--- src/rtl/mpwm_pkg.sv ---
// Shared constants, types and helpers for the multichannel PWM generator.
`default_nettype none

package mpwm_pkg;

  // Channel and field sizes
  localparam int CHANNELS = 8;
  localparam int PIN_W    = 8;
  localparam int CH_IDX_W = 3;
  localparam int COUNT_W  = 4;
  localparam int NS_W     = 32;
  localparam int TICK_W   = 23;

  // Reset values: 20 ms period, 1 ms high time, in 1 us ticks
  localparam logic [COUNT_W-1:0] COUNT_RESET    = 4'd8;
  localparam logic [TICK_W-1:0]  RESET_HI_TICKS = 23'd1000;
  localparam logic [TICK_W-1:0]  RESET_LO_TICKS = 23'd19000;

  // x / 1000 == (x * ceil(2^38 / 1000)) >> 38, exact for any 32-bit x
  localparam int                 RECIP_W     = 29;
  localparam logic [RECIP_W-1:0] RECIP_1000  = 29'd274877907;
  localparam int                 RECIP_SHIFT = 38;
  localparam int                 PROD_W      = NS_W + RECIP_W;

  // Item kinds
  localparam logic ACT_TICK  = 1'b0;
  localparam logic ACT_WRITE = 1'b1;

  // Result status codes
  localparam logic ST_OK    = 1'b0;
  localparam logic ST_RANGE = 1'b1;

  // Phase state loaded at a period start
  typedef struct packed {
    logic              high;
    logic [TICK_W-1:0] ticks;
    logic [TICK_W-1:0] latched;
  } phase_t;

  // Per-channel command from the item pipeline
  typedef struct packed {
    logic              tick;
    logic              wr;
    logic              enable;
    logic [TICK_W-1:0] hi_ticks;
    logic [TICK_W-1:0] lo_ticks;
  } chan_cmd_t;

  // Phase state at the start of a period; empty periods give one low tick
  function automatic phase_t start_period(input logic [TICK_W-1:0] hi,
                                          input logic [TICK_W-1:0] lo);
    phase_t ph;
    if (hi != '0) begin
      ph.high    = 1'b1;
      ph.ticks   = hi;
      ph.latched = lo;
    end else if (lo != '0) begin
      ph.high    = 1'b0;
      ph.ticks   = lo;
      ph.latched = '0;
    end else begin
      ph.high    = 1'b0;
      ph.ticks   = TICK_W'(1);
      ph.latched = '0;
    end
    return ph;
  endfunction

endpackage

`default_nettype wire

--- src/rtl/multichannel_pwm_generator.sv ---
// Top level of the multichannel PWM generator.
// Pipeline: input register, clamp stage, divide-by-1000 multiply stage, then channel
//   update with result register.
// Throughput: one item per cycle; the four-stage pipeline stalls only on output backpressure.
// Reset: synchronous; clears the pipeline, disables all channels, sets pending
//   settings to 20 ms / 1 ms and the channel count to 8.
`default_nettype none

module multichannel_pwm_generator (
  input  wire logic                          clk,
  input  wire logic                          rst,
  // configuration write
  input  wire logic                          cfg_valid,
  output logic                               cfg_ready,
  input  wire logic [mpwm_pkg::COUNT_W-1:0]  cfg_data,
  // input items
  input  wire logic                          in_valid,
  output logic                               in_ready,
  input  wire logic                          action,
  input  wire logic [mpwm_pkg::CH_IDX_W-1:0] channel_index,
  input  wire logic [mpwm_pkg::NS_W-1:0]     period_value,
  input  wire logic [mpwm_pkg::NS_W-1:0]     duty_value,
  input  wire logic                          enable_flag,
  // result items
  output logic                               out_valid,
  input  wire logic                          out_ready,
  output logic      [mpwm_pkg::PIN_W-1:0]    pin_levels,
  output logic                               status
);
  import mpwm_pkg::*;

  logic [COUNT_W-1:0]  channel_count;
  logic [COUNT_W-1:0]  limit;
  logic                reject;
  logic                in_acc;
  logic                v0, v1, v2;
  logic                go0, go1, go2, go3;
  logic                space1, space2, space3;
  logic                act0, act1, act2;
  logic [CH_IDX_W-1:0] idx0, idx1, idx2;
  logic                en0, en1, en2;
  logic [NS_W-1:0]     per0, duty0;
  logic [TICK_W-1:0]   hi_ticks, lo_ticks;
  logic [CHANNELS-1:0] level;

  // Configuration register, always ready
  assign cfg_ready = 1'b1;

  always_ff @(posedge clk) begin
    if (rst) begin
      channel_count <= COUNT_RESET;
    end else if (cfg_valid) begin
      channel_count <= cfg_data;
    end
  end

  // Pipeline flow control
  assign go3    = out_valid && out_ready;
  assign space3 = !out_valid || out_ready;
  assign go2    = v2 && space3;
  assign space2 = !v2 || go2;
  assign go1    = v1 && space2;
  assign space1 = !v1 || go1;
  assign go0    = v0 && space1;
  assign in_ready = !v0 || go0;
  assign in_acc   = in_valid && in_ready;

  always_ff @(posedge clk) begin
    if (rst) begin
      v0        <= 1'b0;
      v1        <= 1'b0;
      v2        <= 1'b0;
      out_valid <= 1'b0;
    end else begin
      v0        <= in_acc || (v0 && !go0);
      v1        <= go0 || (v1 && !go1);
      v2        <= go1 || (v2 && !go2);
      out_valid <= go2 || (out_valid && !go3);
    end
  end

  // Item payload through the stages
  always_ff @(posedge clk) begin
    if (in_acc) begin
      act0  <= action;
      idx0  <= channel_index;
      en0   <= enable_flag;
      per0  <= period_value;
      duty0 <= duty_value;
    end
    if (go0) begin
      act1 <= act0;
      idx1 <= idx0;
      en1  <= en0;
    end
    if (go1) begin
      act2 <= act1;
      idx2 <= idx1;
      en2  <= en1;
    end
  end

  mpwm_conv u_conv (
    .clk        (clk),
    .ld_clamp   (go0),
    .ld_scale   (go1),
    .period_len (per0),
    .duty_ns    (duty0),
    .hi_ticks   (hi_ticks),
    .lo_ticks   (lo_ticks)
  );

  // Range check against the configured channel count
  assign limit  = (channel_count > COUNT_W'(CHANNELS)) ? COUNT_W'(CHANNELS) : channel_count;
  assign reject = (act2 == ACT_WRITE) && ({1'b0, idx2} >= limit);

  always_ff @(posedge clk) begin
    if (go2) begin
      status <= reject ? ST_RANGE : ST_OK;
    end
  end

  // Channels update as an item enters the result register
  for (genvar c = 0; c < CHANNELS; c++) begin : g_chan
    chan_cmd_t cmd;

    assign cmd.tick     = go2 && (act2 == ACT_TICK);
    assign cmd.wr       = go2 && (act2 == ACT_WRITE) && !reject &&
                          (idx2 == CH_IDX_W'(c));
    assign cmd.enable   = en2;
    assign cmd.hi_ticks = hi_ticks;
    assign cmd.lo_ticks = lo_ticks;

    mpwm_chan u_chan (
      .clk   (clk),
      .rst   (rst),
      .cmd   (cmd),
      .level (level[c])
    );
  end

  // Channel state only changes when a new result is loaded, so pins track it
  always_comb begin
    pin_levels = '0;
    for (int i = 0; i < PIN_W; i++) begin
      if (i < CHANNELS) begin
        pin_levels[i] = level[i];
      end
    end
  end

endmodule

`default_nettype wire

--- src/rtl/mpwm_conv.sv ---
// Two-stage conversion of period and duty in ns to high and low tick counts.
`default_nettype none

module mpwm_conv (
  input  wire logic                        clk,
  input  wire logic                        ld_clamp,
  input  wire logic                        ld_scale,
  input  wire logic [mpwm_pkg::NS_W-1:0]   period_len,
  input  wire logic [mpwm_pkg::NS_W-1:0]   duty_ns,
  output logic      [mpwm_pkg::TICK_W-1:0] hi_ticks,
  output logic      [mpwm_pkg::TICK_W-1:0] lo_ticks
);
  import mpwm_pkg::*;

  logic [NS_W-1:0]   duty_clamped;
  logic [NS_W-1:0]   high_ns;
  logic [NS_W-1:0]   low_ns;
  logic [PROD_W-1:0] hi_prod;
  logic [PROD_W-1:0] lo_prod;

  // Stage 1: clamp duty to period, split into high and low ns
  assign duty_clamped = (duty_ns > period_len) ? period_len : duty_ns;

  always_ff @(posedge clk) begin
    if (ld_clamp) begin
      high_ns <= duty_clamped;
      low_ns  <= period_len - duty_clamped;
    end
  end

  // Stage 2: divide by 1000 through a reciprocal multiply
  assign hi_prod = PROD_W'(high_ns) * PROD_W'(RECIP_1000);
  assign lo_prod = PROD_W'(low_ns) * PROD_W'(RECIP_1000);

  always_ff @(posedge clk) begin
    if (ld_scale) begin
      hi_ticks <= hi_prod[RECIP_SHIFT +: TICK_W];
      lo_ticks <= lo_prod[RECIP_SHIFT +: TICK_W];
    end
  end

endmodule

`default_nettype wire

--- src/rtl/mpwm_chan.sv ---
// One PWM channel: pending settings, phase counter and pin level.
`default_nettype none

module mpwm_chan (
  input  wire logic                clk,
  input  wire logic                rst,
  input  wire mpwm_pkg::chan_cmd_t cmd,
  output logic                     level
);
  import mpwm_pkg::*;

  logic              enabled, enabled_next;
  logic              high, high_next;
  logic [TICK_W-1:0] ticks_left, ticks_left_next;
  logic [TICK_W-1:0] latched_low, latched_low_next;
  logic [TICK_W-1:0] pend_hi, pend_hi_next;
  logic [TICK_W-1:0] pend_lo, pend_lo_next;
  logic [TICK_W-1:0] dec;
  phase_t            pend_ph;
  phase_t            new_ph;

  assign pend_ph = start_period(pend_hi, pend_lo);
  assign new_ph  = start_period(cmd.hi_ticks, cmd.lo_ticks);
  assign dec     = (ticks_left != '0) ? ticks_left - TICK_W'(1) : ticks_left;

  // Next state for a tick or a write to this channel
  always_comb begin
    enabled_next     = enabled;
    high_next        = high;
    ticks_left_next  = ticks_left;
    latched_low_next = latched_low;
    pend_hi_next     = pend_hi;
    pend_lo_next     = pend_lo;
    if (cmd.tick && enabled) begin
      if (dec != '0) begin
        ticks_left_next = dec;
      end else if (high && latched_low != '0) begin
        // high phase over, low phase follows
        high_next        = 1'b0;
        ticks_left_next  = latched_low;
        latched_low_next = '0;
      end else begin
        high_next        = pend_ph.high;
        ticks_left_next  = pend_ph.ticks;
        latched_low_next = pend_ph.latched;
      end
    end else if (cmd.wr) begin
      pend_hi_next = cmd.hi_ticks;
      pend_lo_next = cmd.lo_ticks;
      if (cmd.enable) begin
        // an idle channel starts a period at once from the new values
        if (!enabled) begin
          enabled_next     = 1'b1;
          high_next        = new_ph.high;
          ticks_left_next  = new_ph.ticks;
          latched_low_next = new_ph.latched;
        end
      end else begin
        enabled_next     = 1'b0;
        high_next        = 1'b0;
        ticks_left_next  = '0;
        latched_low_next = '0;
      end
    end
  end

  always_ff @(posedge clk) begin
    if (rst) begin
      enabled     <= 1'b0;
      high        <= 1'b0;
      ticks_left  <= '0;
      latched_low <= '0;
      pend_hi     <= RESET_HI_TICKS;
      pend_lo     <= RESET_LO_TICKS;
    end else begin
      enabled     <= enabled_next;
      high        <= high_next;
      ticks_left  <= ticks_left_next;
      latched_low <= latched_low_next;
      pend_hi     <= pend_hi_next;
      pend_lo     <= pend_lo_next;
    end
  end

  assign level = enabled && high;

endmodule

`default_nettype wire

--- config.mk ---
export PLATFORM = sky130hd
export DESIGN_NAME = multichannel_pwm_generator
export DESIGN_NICKNAME = d
export VERILOG_FILES = /design/src/rtl/mpwm_pkg.sv /design/src/rtl/multichannel_pwm_generator.sv /design/src/rtl/mpwm_conv.sv /design/src/rtl/mpwm_chan.sv
export SDC_FILE = /design/constraint.sdc
export NUM_CORES = 2
export LEC_CHECK = 0
export ABC_AREA = 1
export BUFFER_PORTS_ARGS = -buffer_cell sky130_fd_sc_hd__buf_2
export CORE_UTILIZATION = 65
export DETAILED_ROUTE_END_ITERATION = 10
export GPL_TIMING_DRIVEN = 0
export PLACE_DENSITY = 0.82
export SLEW_MARGIN = 0
export SYNTH_ARGS = -nofsm -noshare
export SYNTH_HDL_FRONTEND = slang
export SYNTH_SLANG_ARGS = --single-unit
--- constraint.sdc ---
create_clock -name clk -period 7 [get_ports clk]
set_input_delay 0.35 -clock clk [delete_from_list [all_inputs] [get_ports clk]]
set_output_delay 0.35 -clock clk [all_outputs]
set_load 0.01 [all_outputs]
==> results.toml, run 1 <==
[logic_synthesis]
yosysUniqueCellTypes = 53
yosys.area.top_type_share_pct = 17.8
syn_nets = 13100
netlist_instances = 11600
synth_area_leaders = "dfxtp_1 (18%), fa_1 (14%), ha_1 (13%)"
synth.avg_cell_area_um2 = 7.39
ys_ff_latch = 950
yosysWarnings = 0
yosysTopAreaCell = "dfxtp_1"
seq_area_frac_synth_pct = 24.5
netlist_area_mm2 = 0.0855

[sta]
endpoint_type = "register input"
worst_endpoint = "u_conv.lo_ticks[14]$_DFFE_PP_/D"

[placement]
place_ws_ns = -0.348
numPortBuffers = 88
hpwl_um = 259000
gp_congestion = 1.07

[clocking]
h-tree-depth = 3
root_buffer = "clkbuf_16"
cts.sinks = 950
cts_buffers = 103
cts_buffer_depth = 3

[global_routing]
grt_overflow_total = 137
track_usage_pct = 65.7
grt_max_degree = 70

[floorplanning]
die_h_um = 365
start_util_pct = 65.8
ioPinCount = 90
rows = 132
die_w_um = 365

[run_status]
error = "[ERROR GRT-0232] Routing congestion too high. Check the congestion heatmap in the GUI."
outcome = "did not finish"
haltStage = "global routing (5_1_grt)"
stage by stage:
step           instance area [um^2]  utilization [%]  setup TNS (ns)  instances  hold WS [ns]
2_1_floorplan                 85500                -               0      11600         0.400
3_3_place_gp                  88100             67.8          -0.702      13400         0.402
3_5_place_dp                  88700             68.2           -2.56      13400         0.406
4_1_cts                       93500             72.0               0      13700        0.0206
synth_stat cells (all sizes together):
cell type	number
inv	2039
nand2	1913
nor2	1041
o21ai	1000
a21oi	904
ha	858
dfxtp	760
nand3	687
fa	597
clkbuf	325
edfxtp	190
o22ai	179
buf	175
nand4	164
o211ai	135
nand3b	129
xor2	109
a31oi	56
xnor2	56
nor3	50
nor4	35
o21bai	30
a21o	29
o21a	25
a21boi	18
clkinv	17
and3	16
a221oi	3
and2	3
mux2	3
o2111ai	3
o31ai	3
a211oi	2
mux2i	2
nor3b	2
or2	2
a2111oi	1
conb	1
o221ai	1
o311ai	1
cells by family after synthesis:
logic type               count (synthesis)  synth area share [%]
other                                    1               0.00439
XOR/XNOR                               165                  1.69
AO/OA/AOI/OAI                         2390                  15.2
buffers and inverters                 2556                  11.7
multiplexers                             5                0.0629
adder cells (fa/ha/maj)               1455                  26.5
flip-flops                             950                  24.5
AND/OR/NAND/NOR                       4042                  20.4
per-layer routing:
metal / track usage, % / overflow
met5: 28.0 / 0
met2: 82.8 / 62
met3: 45.4 / 13
met1: 70.7 / 15
met4: 57.8 / 47
what timing repair did:
action                                 CTS
hold buffers                            82
setup buffers                           56
pin swaps                                0
resized for setup                        1
endpoints found under the hold margin   75
setup endpoints to repair               18
==> run 2: changes to the inputs <==
--- a/config.mk
+++ b/config.mk
@@ -7,10 +7,10 @@
 export LEC_CHECK = 0
 export ABC_AREA = 1
 export BUFFER_PORTS_ARGS = -buffer_cell sky130_fd_sc_hd__buf_2
-export CORE_UTILIZATION = 65
+export CORE_UTILIZATION = 40
 export DETAILED_ROUTE_END_ITERATION = 10
 export GPL_TIMING_DRIVEN = 0
-export PLACE_DENSITY = 0.82
+export PLACE_DENSITY_LB_ADDON = 0.15
 export SLEW_MARGIN = 0
 export SYNTH_ARGS = -nofsm -noshare
 export SYNTH_HDL_FRONTEND = slang
==> results.toml, run 2 <==
[logic_synthesis]
yosysUniqueCellTypes = 53
synth_edf_count = 190
synth.top_cells.by_count = "inv_1 (2033), nand2_1 (1902), nor2_1 (988)"
ys.flop_type = "dfxtp_1"
synth_most_common_cell = "inv_1"
synthArstFlopShare_pct = 0
synth.avg_cell_area_um2 = 7.39
yosysWarnings = 0
yosys.area.top_type_share_pct = 17.8
netlist_area_mm2 = 0.0855
seq_area_frac_synth_pct = 24.5
netlist_instances = 11600
yosysTopAreaCell = "dfxtp_1"
syn_nets = 13100
ys_ff_latch = 950
synth_area_leaders = "dfxtp_1 (18%), fa_1 (14%), ha_1 (13%)"

[sta]
finalCritPeriodShare_pct = 98.1
finClkSkew_ns = 0.103
report.final.slew_viol_count = 134
tightestPinTransition_ns = 1.67
hold_viol = 0
rsz0062_at_grt = "yes"
setup_viol = 0
layout_setup_ws_ns = 0.132
slew_headroom_pct = -11.5
min_period_ns = 6.87
max_freq_mhz = 146

[finish]
final_common_cell = "inv_1"
final_cell_mix = "inv_1 (2030), nand2_1 (1899), nor2_1 (987), o21ai_0 (957), a21oi_1 (884)"
drive_gt1_share_pct = 6.13
nFillCells = 21900
area_growth_syn_to_layout_pct = 12.9
nets = 13600
final_cells = 15000

[setup_path]
path_buf_inv = 7
cp_data_required_time_ns = 7.53
end_kind = "register"
critPathMaxStageDelay_ns = 0.56
critPathLaunchType = "register"
crit_fanout = 5
path_class = "register to register"
path_cells = "buf_4 > ha_1 > inv_1 > fa_1 > inv_1 > ha_1 > inv_1 > fa_1 > inv_1 > fa_1 > inv_1 > fa_1 > inv_1 > fa_1 > ha_1 > ha_1 > a21oi_1 > o21ai_0 > a21oi_1 > nand2_1 > a21boi_0 > nand3_1 > a21oi_1 > xnor2_1"
crit_slowest_cell = "edfxtp_1"
cp_data_arrival_time_ns = 7.40
crit_top_cell = "inv_1"
critical-path-top-delay-family = "adder cells"

[global_routing]
track_usage_pct = 32.2
first_global_vias = 79800
grt_max_degree = 66
antenna_found_initial = 49
grt_pass1_wl_um = 517000
grt_overflow_total = 0

[run_status]
violations = "DRC, capacitance limit, slew limit"
outcome = "finished, violations left"

[placement]
numPortBuffers = 88
place_ws_ns = -0.381
hpwl_um = 274000
gp_congestion = 0.982
dp_cells = 14500

[route]
drt-pass1-iter-count = 9
wl_um = 355000
wire_per_inst_um = 23.7
ant_nets = 0
drc = 18
via_per_inst = 5.50
vias = 82400
drt_iter0_markers = 8757

[worst_hold_path]
min_path_type = "input port to register"

[clocking]
cts_buffer_depth = 3
h-tree-depth = 3
root_buffer = "clkbuf_16"
clk_latency_ns = 0.80
cts.sinks = 950
cts_tree = "yes"
cts_buffers = 111
clkTransAtPathRegs_ns = 0.06

[floorplanning]
coreArea_mm2 = 0.212
start_util_pct = 40.3
die_w_um = 464
die_h_um = 464
die_area_mm2 = 0.216
ioPinCount = 90
rows = 169

[run]
cap_violations = 14
[run 2: cell counts after synthesis]
No cell type changed its count.
[run 2: logic make-up (layout without fill, tap and decap cells)]
| logic type | Yosys count | count (layout) | share of synthesized area (%) |
|---|---|---|---|
| buffers and inverters | 2556 | 3119 | 11.7 |
| AOI/OAI and AO/OA | 2390 | 2390 | 15.2 |
| and+or+nand+nor | 4042 | 4042 | 20.4 |
| other | 1 | 50 | 0.00439 |
| xor gates and xnor gates | 165 | 165 | 1.69 |
| muxes | 5 | 5 | 0.0629 |
| DFF | 950 | 950 | 24.5 |
| adders and majority gates | 1455 | 1455 | 26.5 |
[run 2: area by class of cell]
class	instances	area, um^2	area share (%)
Multi-Input combinational cell	8058	54800	56.8
Clock buffer	154	3190	3.31
Tap cell	2821	3530	3.65
Timing Repair Buffer	357	3230	3.35
Inverter	2056	7720	7.99
Clock inverter	52	706	0.731
Sequential cell	950	20900	21.7
Antenna cell	49	123	0.127
Buffer	500	2320	2.40
[run 2: worst paths after layout]
path	cells after the start	endpoint	from	slack, ns
worst max-delay path	24	u_conv.hi_ticks[14]	u_conv.high_ns[25]	0.13
worst min-delay path	2	act0	action	0.27
worst max register to register	24	u_conv.hi_ticks[14]	u_conv.high_ns[25]	0.13
worst min register to register	0	idx2[1]	idx1[1]	0.37
[run 2: layer usage]
metal / share of wire (%) / wire, um / track usage [%] / up-vias
met5: 0.059 / 208 / 0 / -
met4: 4.7 / 16600 / 14.1 / 32
met3: 8.4 / 29900 / 6.20 / 716
met2: 45 / 158000 / 50.8 / 3398
met1: 42 / 150000 / 42.6 / 39600
li1: - / - / - / 38700
[run 2: per-stage QoR]
stage                     setup TNS, ns  hold slack, ns  cell area (um^2)  utilization [%]
after floorplan                       0           0.400             85500                -
after global placement            -3.78           0.407             89500             42.2
after detailed placement          -3.18           0.413             90300             42.5
after CTS                             0           0.243             95800             45.1
after global routing            -0.0948           0.267             96500             45.4
final                                 0           0.275             96600             45.5
[run 2: what timing repair did]
action / in CTS / in global routing
gates resized for setup: 0 / 13
endpoints found under the setup margin: 19 / 24
pin swaps: 1 / 0
hold buffers: 84 / 0
buffers inserted: 88 / 73
gates cloned: 0 / 0
endpoints found under the hold margin: 77 / 0
Power of run 2 is left out: the tool's default activity adds up to more than one toggle a clock period on the data nets, which glitch-free logic cannot reach.
